### src/rtl/request_metrics_rolling_qps_top_assert.svh
// Assertion macros used by the request monitor top module
`ifndef REQUEST_METRICS_ROLLING_QPS_TOP_ASSERT_SVH
`define REQUEST_METRICS_ROLLING_QPS_TOP_ASSERT_SVH
// Assert that an antecedent implies a consequent in the same cycle
`define RMQ_ASSERT_IMP(lbl, clk, rst, ante, cons) \
   lbl: assert property (@(posedge clk) disable iff (rst) (ante) |-> (cons)) \
      else $error("assertion failed");
// Assert that an antecedent implies a consequent in the next cycle
`define RMQ_ASSERT_NEXT(lbl, clk, rst, ante, cons) \
   lbl: assert property (@(posedge clk) disable iff (rst) (ante) |=> (cons)) \
      else $error("assertion failed");
`endif

### src/rtl/rmqps_pkg.sv
// ----------------------------------------------------------------------------
// rmqps_pkg
// Types, codes and constants of the request monitor.
// ----------------------------------------------------------------------------
package rmqps_pkg;
   localparam int HistoryDepthDefault = 60;
   localparam int CodeWidth = 16;
   localparam int CntWidth = 64;
   localparam int SecWidth = 32;
   localparam int LatWidth = 32;
   localparam int SelWidth = 4;
   localparam int OpWidth = 3;
   localparam int CsrIdxWidth = 2;

   localparam logic [OpWidth-1:0] OP_REQUEST   = 3'd0;
   localparam logic [OpWidth-1:0] OP_AUTH      = 3'd1;
   localparam logic [OpWidth-1:0] OP_RATELIMIT = 3'd2;
   localparam logic [OpWidth-1:0] OP_READ      = 3'd3;
   localparam logic [OpWidth-1:0] OP_CLEAR     = 3'd4;

   localparam logic [SelWidth-1:0] SEL_TOTAL   = 4'd0;
   localparam logic [SelWidth-1:0] SEL_REG     = 4'd1;
   localparam logic [SelWidth-1:0] SEL_LOOKUP  = 4'd2;
   localparam logic [SelWidth-1:0] SEL_HB      = 4'd3;
   localparam logic [SelWidth-1:0] SEL_UNREG   = 4'd4;
   localparam logic [SelWidth-1:0] SEL_ERR     = 4'd5;
   localparam logic [SelWidth-1:0] SEL_AUTH    = 4'd6;
   localparam logic [SelWidth-1:0] SEL_RL      = 4'd7;
   localparam logic [SelWidth-1:0] SEL_PEAK    = 4'd8;
   localparam logic [SelWidth-1:0] SEL_AVG     = 4'd9;
   localparam logic [SelWidth-1:0] SEL_AVGLAT  = 4'd10;

   // divider request/response between sequencer and divider
   typedef struct packed {
      logic                start;
      logic [CntWidth-1:0] dividend;
      logic [CntWidth-1:0] divisor;
   } div_req_type;

   typedef struct packed {
      logic                done;
      logic [CntWidth-1:0] quotient;
   } div_rsp_type;

   typedef enum logic [2:0] {
      ST_IDLE, ST_CLEAR, ST_FLUSH_RD, ST_FLUSH_WR, ST_DIV, ST_RESP
   } state_type;
endpackage

### src/rtl/rmqps_div.sv
// ----------------------------------------------------------------------------
// rmqps_div
// Radix-2 restoring divider, one quotient bit per cycle.
// ----------------------------------------------------------------------------
module rmqps_div (
   input  logic                 clock,
   input  logic                 reset,
   input  rmqps_pkg::div_req_type req,
   output rmqps_pkg::div_rsp_type rsp
);
   import rmqps_pkg::*;

   localparam int CntBits = $clog2(CntWidth + 1);

   logic [CntWidth-1:0] quo_ff, quo_in;
   logic [CntWidth-1:0] rem_ff, rem_in;
   logic [CntWidth-1:0] dsr_ff, dsr_in;
   logic [CntBits-1:0]  cnt_ff, cnt_in;
   logic                busy_ff, busy_in;
   logic                done_ff, done_in;
   logic [CntWidth:0]   trial;

   // shift one dividend bit into the remainder and try a subtract
   always_comb begin
      quo_in  = quo_ff;
      rem_in  = rem_ff;
      dsr_in  = dsr_ff;
      cnt_in  = cnt_ff;
      busy_in = busy_ff;
      done_in = 1'b0;
      trial   = {rem_ff, quo_ff[CntWidth-1]} - {1'b0, dsr_ff};
      if (req.start) begin
         quo_in  = req.dividend;
         rem_in  = '0;
         dsr_in  = req.divisor;
         cnt_in  = CntBits'(CntWidth);
         busy_in = 1'b1;
      end else if (busy_ff) begin
         if (!trial[CntWidth]) begin
            rem_in = trial[CntWidth-1:0];
            quo_in = {quo_ff[CntWidth-2:0], 1'b1};
         end else begin
            rem_in = {rem_ff[CntWidth-2:0], quo_ff[CntWidth-1]};
            quo_in = {quo_ff[CntWidth-2:0], 1'b0};
         end
         cnt_in = cnt_ff - 1'b1;
         if (cnt_ff == CntBits'(1)) begin
            busy_in = 1'b0;
            done_in = 1'b1;
         end
      end
   end

   always_ff @(posedge clock) begin
      if (reset) begin
         busy_ff <= 1'b0;
         done_ff <= 1'b0;
         cnt_ff  <= '0;
      end else begin
         busy_ff <= busy_in;
         done_ff <= done_in;
         cnt_ff  <= cnt_in;
      end
      quo_ff <= quo_in;
      rem_ff <= rem_in;
      dsr_ff <= dsr_in;
   end

   assign rsp.done     = done_ff;
   assign rsp.quotient = quo_ff;
endmodule

### config.mk
export PLATFORM = sky130hd
export DESIGN_NAME = rmqps_div
export DESIGN_NICKNAME = d
export VERILOG_FILES = /design/src/rtl/request_metrics_rolling_qps_top_assert.svh /design/src/rtl/rmqps_pkg.sv /design/src/rtl/rmqps_div.sv
export SDC_FILE = /design/constraint.sdc
export NUM_CORES = 1
export LEC_CHECK = 0
export BUFFER_PORTS_ARGS = -buffer_cell sky130_fd_sc_hd__buf_2
export CORE_MARGIN = 5
export CORE_UTILIZATION = 25
export DETAILED_ROUTE_END_ITERATION = 12
export HOLD_SLACK_MARGIN = 0.02
export PLACE_DENSITY = 0.5
export SYNTH_ARGS = -nofsm -noshare
export SYNTH_HDL_FRONTEND = slang
export SYNTH_SLANG_ARGS = --single-unit
### constraint.sdc
create_clock -name clock -period 7.3 [get_ports clock]
set_input_delay 1.46 -clock clock [delete_from_list [all_inputs] [get_ports clock]]
set_output_delay 1.46 -clock clock [all_outputs]
set_load 0.005 [all_outputs]
==> run metrics, run 1 <==
asr flop ratio synth 0%; # rows 80; setup violators final 0; Switch Pwr 1.08 mW; Post-synth EDFFs 128; Slew HR 24.2%; endpoint class of the critical path flop; first-pass GRT wire length 54.1 mm; minimum clock period 4.14 ns; Core Area 0.0476 mm2; largest net degree at the start of global routing 78; Synth Flop Type edfxtp_1; overall die width 229 um; net count after synthesis 1389; drt drc 0; P per Cell Area 256 mW/mm2; post-synthesis cell area 0.0120 mm2; synthesized flop and latch total 201; fin nets 1556; die height 229 um; CP required 7.75 ns; Routed Antenna Nets 0; Clock Pin Slew Worst Setup and Hold Paths 0.06 ns; number of global-route vias before repair 9781; Total GRT Usage 12.5%; Peak VDD IR 0.000135 V; cell taking the most area after synthesis edfxtp_1; R2R Path Start quo_ff[63]; CP max-delay cell and2_4; Worst Tran Pin Value 1.14 ns; worst r2r dst rem_ff[57]; Synth Warn # 0; post-CTS sizing 0; routed len/inst 16.9 um; syn_area_per_cell 10.1 um2; Sw Ratio 29.2%; share of the synthesized area in the top cell type 32.0%; Tcrit/Tclk final 56.7%; hpwl dp 24.9 mm; delay-heaviest family, CP compound AO/OA/AOI/OAI gates; Hold EP rem_ff[15]; worst-skew pair later-pin latency 0.56 ns; Worst Hold Depth 2; Internal Pwr Total 2.62 mW; RSZ-0062 raised after global routing no; critical path class flop to flop; CTS tree yes; r2r setup slk 3.16 ns; status complete, no violations; Initial Util 25.2%; critical-path maximum fanout 63; layout cells sized above 1 23.8%; clk sinks 201; maxcap violations 0; Hold Slack 0.503 ns; Overflow after GRT 0; crit path cell chain inv_1 -> ha_1 -> fa_1 -> nor2b_1 -> o31ai_1 -> a31oi_1 -> a31o_2 -> o21ai_4 -> o2111ai_2 -> a21o_2 -> and2_4 -> o2111ai_1 -> a311oi_1; Max clock buf depth 3; total wire length 33.8 mm; vias post-DR 9462; top-count cell post-synth edfxtp_1; Data arrival, critical path 4.59 ns; Area growth syn-to-layout 20.6%; cts hold-fix bufs 0; Gate Count Post-Synth 1191; # port buffers 195; # H-tree levels 1; fin cells 1998; Comb pwr share 22.0%; DR vias/cell 4.74; CP Buf/Inv Count 1; Fin. Hold Viols 0; DR pass1 iterations 5; Clock Power Share 40.3%; GP Congestion 0.851; sequential power share 37.7%; startpoint class of the critical path flop; total negative slack 0 ns; top cells by instance count after synthesis edfxtp_1 (128), nor2_1 (112), inv_1 (91), a21oi_1 (75), dfxtp_1 (73); hold path startpoint rem_ff[15]; Final Slew Violations 0; Seq/Total Area, Yosys 44.2%; IO Pins 196; synth unique cells 74; Placed Instances 1943; FF-to-FF path depth 13; Largest stage delay, worst path 0.82 ns; starting DRC count in detailed routing 424; cts bufs inserted 28; Leakage 5.99 nW; Max Freq 242 MHz; clk root buf clkbuf_16; Setup Skew 0.0123 ns; Area contributors post-synth edfxtp_1 (32%), dfxtp_1 (12%), ha_1 (6.9%); Die Area 0.0525 mm2; Hold Path Class flop to flop; antenna violations before repair 7; post-CTS setup buffers 0
how the worst max path moves through the flow:
stage | startpoint | endpoint | slack (ns) | cells past startpoint
after floorplan | req[128] | quo_ff[0] | 3.92 | 2
after global placement | quo_ff[63] | rem_ff[57] | 3.44 | 13
after detailed placement | quo_ff[63] | rem_ff[57] | 3.26 | 13
after CTS | quo_ff[63] | rem_ff[57] | 3.20 | 13
after global routing | quo_ff[63] | rem_ff[57] | 2.98 | 13
final | quo_ff[63] | rem_ff[57] | 3.16 | 13
routing by layer:
metal  vias up  wire length, um  global-route usage (%)
li1       4722                -                       -
met1      4419            15500                    16.4
met2       259            14900                    19.9
met3        52             2500                    4.14
met4        10              837                    3.03
met5         -               69                       0
worst reg2reg max path: stages (launching register included):
cell and delay (ns):
edfxtp_1 0.38, inv_1 0.06, ha_1 0.22, fa_1 0.41
nor2b_1 0.20, o31ai_1 0.12, a31oi_1 0.23, a31o_2 0.28
o21ai_4 0.11, o2111ai_2 0.24, a21o_2 0.22, and2_4 0.82
o2111ai_1 0.40, a311oi_1 0.36
cell usage in the layout, fill, tap and decap left out, types with 5 or more instances in the layout:
cell / instances
o21ai_0: 36
nand4_1: 21
xor2_1: 23
nand3_1: 18
o21ai_1: 6
nand2_1: 71
a31oi_1: 7
nor2b_1: 5
ha_1: 66
xnor2_1: 39
nor3_1: 20
dfxtp_1: 72
o21bai_1: 14
a21oi_1: 75
mux2_2: 63
o31ai_1: 9
clkbuf_16: 28
nor2_1: 112
bufinv_16: 7
edfxtp_1: 128
o21a_1: 15
a211oi_1: 61
nor4_1: 5
inv_1: 91
and3_1: 12
clkinv_1: 7
mux2i_1: 51
a311oi_1: 6
buf_2: 194
a21o_1: 27
stage by stage:
stage          cell area, um2  setup slack, ns  utilization (%)  total power, mW
6_report                14500             3.16             30.4             3.71
5_1_grt                 14500             2.98             30.4             3.92
4_1_cts                 14500             3.20             30.4             3.77
3_5_place_dp            13500             3.26             28.3             2.24
3_3_place_gp            13500             3.44             28.3             2.23
2_1_floorplan           12000             3.92                -             2.00
power by group through the flow:
| stage | logic, mW | registers, mW | clock network (mW) |
|---|---|---|---|
| 2_1_floorplan | 0.604 | 1.40 | 0 |
| 3_3_place_gp | 0.813 | 1.42 | 0 |
| 3_5_place_dp | 0.816 | 1.42 | 0 |
| 4_1_cts | 0.820 | 1.40 | 1.55 |
| 5_1_grt | 0.911 | 1.41 | 1.60 |
| 6_report | 0.814 | 1.40 | 1.49 |
sequential cells by signal, summed over array words and instances, names as in the netlist:
register,flops
done_ff,1
dsr_ff,64
rem_ff,64
quo_ff,64
busy_ff,1
cnt_ff,7
kinds of logic after synthesis:
family / Yosys count / share of synthesized area, %
mux: 114 / 10.2
fa+ha+maj: 67 / 7.04
flops: 201 / 44.2
simple gates: 293 / 11.3
buf+inv: 154 / 5.62
compound gates: 300 / 17.2
xor+xnor: 62 / 4.52
layout make-up:
| cell class | instances | area [um2] |
|---|---|---|
| antenna | 3 | 7.51 |
| sequential | 201 | 5310 |
| tap | 615 | 769 |
| multi-input combinational | 836 | 6030 |
| timing repair buffer | 199 | 1010 |
| fill | 5012 | 33200 |
| clock inverter | 22 | 299 |
| clock buffer | 30 | 708 |
| inverter | 92 | 345 |
Power figures use the tool's default switching activity.
==> inputs of run 2 (changes only) <==
==> constraint.sdc (replaced) <==
create_clock -name clock -period 3.9 [get_ports clock]
set_input_delay 0.78 -clock clock [delete_from_list [all_inputs] [get_ports clock]]
set_output_delay 0.78 -clock clock [all_outputs]
set_load 0.005 [all_outputs]
==> run 2 against run 1 <==
Effect of this change: combinational power grew 93%; clock-buffer cell count grew 12; largest power group is now registers; fmax grew 16%; design area grew 0.33%; highest routed layer unchanged.
==> run metrics, run 2 (synthesized netlist as in run 1, its figures left out) <==
Routed Antenna Nets 0 (unchanged); layout cells sized above 1 24.2% (+0.39 points); fin cells 2007 (+0.45%); Data arrival, critical path 4.02 ns (-0.57 ns); # H-tree levels 1 (unchanged); endpoint class of the critical path flop; Max Freq 282 MHz (+16%); most frequent cells in the layout buf_2 (194), edfxtp_1 (128), nor2_1 (112); CP required 4.37 ns (-3.38 ns); clk sinks 201 (unchanged); total negative slack 0 ns (unchanged); routed len/inst 17.1 um (+1.4%); cts hold-fix bufs 0 (unchanged); commonest non-fill, non-tap cell in the layout buf_2; status complete, no violations; FF-to-FF path depth 14 (+1); Area growth syn-to-layout 21.0%; Final Slew Violations 0 (unchanged); Setup Skew 0.0141 ns (+0.00178 ns); critical path class flop to flop; top flop regs dsr_ff x64, quo_ff x64, rem_ff x64; total power 6.74 mW (+82%); fin nets 1568 (+0.77%); Tcrit/Tclk final 91.0% (+34 points); R2R Path Start quo_ff[63]; CP max-delay cell or3b_2; antenna violations before repair 11 (+4); setup violators final 0 (unchanged); DR vias/cell 4.73 (about the same); first-pass GRT wire length 54.0 mm (-0.19%); final instance area 0.0145 mm2 (+0.33%); Hold EP dsr_ff[41]; Hold Slack 0.388 ns (-0.115 ns); Top cell by count, worst path o31ai_1; Worst Tran Pin Value 0.820 ns (-0.317 ns); number of global-route vias before repair 9686 (-0.97%); largest net degree at the start of global routing 134 (+72%); DR pass1 iterations 5 (unchanged); crit path cell chain inv_1 -> ha_1 -> fa_1 -> nor2b_1 -> o31ai_1 -> a31oi_1 -> o31ai_1 -> buf_4 -> or3b_2 -> nand2_1 -> a21o_1 -> a211o_1 -> o2111ai_1 -> a311oi_1; die height 229 um (unchanged); Clock Pin Slew Worst Setup and Hold Paths 0.06 ns (about the same); Leakage 6.04 nW (+0.72%); Core Area 0.0476 mm2 (unchanged); Hold Path Class input pin to flop; cts bufs inserted 27 (-3.6%); P per Cell Area 464 mW/mm2 (+81%); clk root buf clkbuf_16; Peak VDD IR 0.000308 V (+130%); vias post-DR 9499 (+0.39%); Fin. Hold Viols 0 (unchanged); GP Congestion 0.836 (-1.7%); worst-skew pair later-pin latency 0.57 ns (about the same); Placed Instance Area 0.0136 mm2 (+1.0%); worst r2r dst rem_ff[62]; Largest stage delay, worst path 0.51 ns (-0.31 ns); hold path startpoint req[41]; Overflow after GRT 0 (unchanged); hpwl dp 25.5 mm (+2.5%); # rows 80 (unchanged); Die Area 0.0525 mm2 (unchanged); Initial Util 25.2% (unchanged); Placed Instances 1955 (+0.62%); drt drc 0 (unchanged); critical-path maximum fanout 7 (-89%); starting DRC count in detailed routing 443 (+4.5%); total wire length 34.4 mm (+1.9%); Worst Hold Depth 1 (-1); startpoint class of the critical path flop; maxcap violations 0 (unchanged); CTS tree yes; IO Pins 196 (unchanged); Slew HR 45.4% (+21 points); Max clock buf depth 3 (unchanged); Total GRT Usage 12.5% (+0.061 points); overall die width 229 um (unchanged); # port buffers 195 (unchanged); r2r setup slk 0.35 ns (-2.82 ns); RSZ-0062 raised after global routing no; minimum clock period 3.55 ns (-0.585 ns)
[run 2: cell count changes in the layout (fill, tap and decap cells not counted), sizes merged]
cell      before  now
clkbuf        30   42
bufinv         7    3
inv           92   93
buf          199  211
diode          3    1
clkinvlp       3    0
clkinv        12    4
and2           4    5
[run 2: timing repair]
item / in CTS / in global routing
buffers inserted: 0 / 0
hold endpoints to repair: 0 / 0
resized for setup: 0 / 0
setup endpoints to repair: 0 / 35
[run 2: where the power goes]
group | internal (mW) | switching [mW]
combinational | 0.678 | 0.890
clock | 1.58 | 0.981
sequential | 2.48 | 0.127
[run 2: cell type report]
cell class / instances / area, um2
fill: 5027 / 33100
sequential: 201 / 5310
timing repair buffer: 211 / 1150
tap: 615 / 769
multi-input combinational: 837 / 6040
clock buffer: 42 / 783
antenna: 1 / 2.50
clock inverter: 8 / 129
inverter: 92 / 345
[run 2: worst max-delay path by stage]
| stage | startpoint | endpoint | depth (start not counted) |
|---|---|---|---|
| 3_5_place_dp | quo_ff[63] | rem_ff[6] | 14 |
| 3_3_place_gp | quo_ff[63] | rem_ff[7] | 14 |
| 6_report | quo_ff[63] | rem_ff[62] | 14 |
| 4_1_cts | quo_ff[63] | rem_ff[38] | 14 |
| 2_1_floorplan | quo_ff[63] | rem_ff[62] | 15 |
| 5_1_grt | quo_ff[63] | rem_ff[62] | 14 |
[run 2: layer usage]
metal	routed length [um]	global-route usage, %
met1	15700	16.5
met2	15200	20.0
met3	2590	4.35
met4	799	2.86
met5	115	0
[run 2: through the flow]
step	utilization, %	setup slack, ns
floorplan	-	0.874
global placement	28.6	0.403
detailed placement	28.6	0.235
CTS	30.5	0.217
global route	30.5	0.0284
finish	30.5	0.349
[run 2: worst max-delay path, delay by kind of cell, from the launching register on]
family	cells	cell delay (ns)
and+or+nand+nor	3	0.87
DFF	1	0.37
buffers and inverters	2	0.22
adders and majority gates	2	0.62
AOI/OAI and AO/OA	7	1.37
==> inputs of run 3 (changes only) <==
--- a/config.mk
+++ b/config.mk
@@ -6,6 +6,7 @@
 export NUM_CORES = 1
 export LEC_CHECK = 0
 export BUFFER_PORTS_ARGS = -buffer_cell sky130_fd_sc_hd__buf_2
+export CORE_ASPECT_RATIO = 1.75
 export CORE_MARGIN = 5
 export CORE_UTILIZATION = 25
 export DETAILED_ROUTE_END_ITERATION = 12
==> run 3 against run 2 <==
Effect of this change: non-clock buffer count up 3; fmax down 2.0%; register-to-register slack worse by 0.07 ns; sequential share of layout area up 0.25 points; clock power down 7%; first-iteration DRC count down 12%; sequential cell count unchanged; power down 2.6%; routed wire length up 2.6%; combinational power about the same; design area down 0.69%; cell count down 1.1%; largest power group unchanged.
==> run metrics, run 3 (synthesized netlist as in run 1, its figures left out) <==
cts hold-fix bufs 0 (unchanged); total wire length 35.3 mm (+2.6%); setup violators final 0 (unchanged); Tcrit/Tclk final 92.9% (+1.8 points); first-pass GRT wire length 54.8 mm (+1.4%); commonest non-fill, non-tap cell in the layout buf_2; startpoint class of the critical path flop; maxcap violations 0 (unchanged); # port buffers 195 (unchanged); Clock Power Share 36.0% (-2.0 points); overall die width 176 um (-23%); critical-path maximum fanout 4 (-3); CP required 4.33 ns (-0.04 ns); final instance area 0.0144 mm2 (-0.69%); Top cell by count, worst path o31ai_1; status complete, no violations; r2r setup slk 0.28 ns (-0.07 ns); Overflow after GRT 0 (unchanged); number of global-route vias before repair 10150 (+4.8%); routed len/inst 17.8 um (+3.7%); Fin. Hold Viols 0 (unchanged); starting DRC count in detailed routing 391 (-12%); hpwl dp 26.5 mm (+3.7%); DR pass1 iterations 5 (unchanged); Data arrival, critical path 4.06 ns (+0.04 ns); fin nets 1568 (unchanged); Area growth syn-to-layout 20.1%; vias post-DR 9492 (-0.074%); # H-tree levels 1 (unchanged); total power 6.57 mW (-2.6%); Max Freq 276 MHz (-2.0%); critical path class flop to flop; drt drc 0 (unchanged); Slew HR 43.5% (-1.9 points); hold path startpoint req[18]; endpoint class of the critical path flop; Hold Slack 0.417 ns (+0.0293 ns); CP Buf/Inv Count 1 (-1); Routed Antenna Nets 0 (unchanged); RSZ-0062 raised after global routing no; crit path cell chain inv_1 -> ha_1 -> fa_1 -> nor2b_1 -> o31ai_1 -> a31oi_1 -> o31ai_1 -> or3b_2 -> a211oi_1 -> o211ai_1 -> nand3_1 -> nand3b_1 -> a311oi_1; P per Cell Area 455 mW/mm2 (-1.9%); Hold Path Class input pin to flop; layout cells sized above 1 24.5% (+0.34 points); antenna violations before repair 3 (-8); IO Pins 196 (unchanged); Worst Hold Depth 1 (unchanged); CTS tree yes; Max clock buf depth 3 (unchanged); Initial Util 25.2% (-0.053 points); Final Slew Violations 0 (unchanged); post-CTS sizing 0 (unchanged); Total GRT Usage 12.9% (+0.34 points); # rows 106 (+33%); die height 300 um (+31%); top flop regs dsr_ff x64, quo_ff x64, rem_ff x64; sequential power share 39.6% (+0.8 points); R2R Path Start quo_ff[63]; worst-skew pair later-pin latency 0.53 ns (-0.04 ns); worst r2r dst rem_ff[48]; DR vias/cell 4.78 (+1.1%); Clock Pin Slew Worst Setup and Hold Paths 0.06 ns (about the same); Switch Pwr 2.01 mW (+0.44%); Leakage 6.00 nW (-0.63%); Internal Pwr Total 4.56 mW (-3.8%); most frequent cells in the layout buf_2 (194), edfxtp_1 (128), nor2_1 (112); Sw Ratio 30.6% (+0.91 points); Placed Instance Area 0.0136 mm2 (about the same); Die Area 0.0527 mm2 (+0.33%); Core Area 0.0477 mm2 (+0.21%); Hold EP dsr_ff[18]; FF-to-FF path depth 13 (-1); total negative slack 0 ns (unchanged); clk root buf clkbuf_16; Setup Skew 0.0147 ns (+0.000613 ns); minimum clock period 3.62 ns (+0.0718 ns); clk sinks 201 (unchanged); GP Congestion 0.871 (+4.2%); post-CTS setup buffers 0 (unchanged); Largest stage delay, worst path 0.57 ns (+0.06 ns); fin cells 1984 (-1.1%); Placed Instances 1937 (-0.92%); cts bufs inserted 24 (-11%); CP max-delay cell or3b_2; Comb pwr share 24.3% (+1.0 points); Peak VDD IR 0.000369 V (+20%); Worst Tran Pin Value 0.848 ns (+0.0278 ns); largest net degree at the start of global routing 135 (+0.75%); delay-heaviest family, CP compound AO/OA/AOI/OAI gates
-- run 3: changes by cell type in the layout (fill, tap and decap cells not counted), moves of 2 or more --
| cell | before | now |
|---|---|---|
| buf_4 | 12 | 15 |
| clkinv_2 | 3 | 5 |
| clkbuf_8 | 3 | 1 |
| clkbuf_1 | 11 | 4 |
| clkbuf_16 | 28 | 25 |
| clkinvlp_4 | 0 | 3 |
-- run 3: cell type report --
type	instances	area, um2
multi-input combinational	837	6040
timing repair buffer	214	1170
inverter	92	345
antenna	2	5.00
clock inverter	14	159
clock buffer	30	654
fill	5067	33300
sequential	201	5310
tap	594	743
-- run 3: per-layer routing --
metal	GRT usage [%]	share of wire, %
met1	13.2	37
met5	0	0.023
met4	4.89	3.7
met2	25.2	54
met3	2.70	5.2
-- run 3: through the flow --
step	setup slack, ns	utilization [%]
6_report	0.277	30.2
5_1_grt	0.0553	30.2
4_1_cts	0.201	30.2
3_5_place_dp	0.221	28.5
3_3_place_gp	0.318	28.5
2_1_floorplan	0.874	-
-- run 3: worst max path at each step --
stage | cells past startpoint | to | slack, ns | start
after floorplan | 15 | rem_ff[62] | 0.87 | quo_ff[63]
after global routing | 13 | rem_ff[55] | 0.06 | dsr_ff[12]
after global placement | 13 | rem_ff[48] | 0.32 | quo_ff[63]
after CTS | 14 | rem_ff[12] | 0.20 | quo_ff[63]
after detailed placement | 14 | rem_ff[3] | 0.22 | quo_ff[63]
final | 13 | rem_ff[48] | 0.28 | quo_ff[63]
-- run 3: power groups by stage --
| stage | clock (mW) | combinational (mW) | sequential (mW) |
|---|---|---|---|
| finish | 2.37 | 1.60 | 2.60 |
| global route | 2.55 | 1.76 | 2.63 |
| CTS | 2.47 | 1.61 | 2.61 |
| detailed placement | 0 | 1.60 | 2.65 |
| global placement | 0 | 1.59 | 2.65 |
| floorplan | 0 | 1.13 | 2.62 |
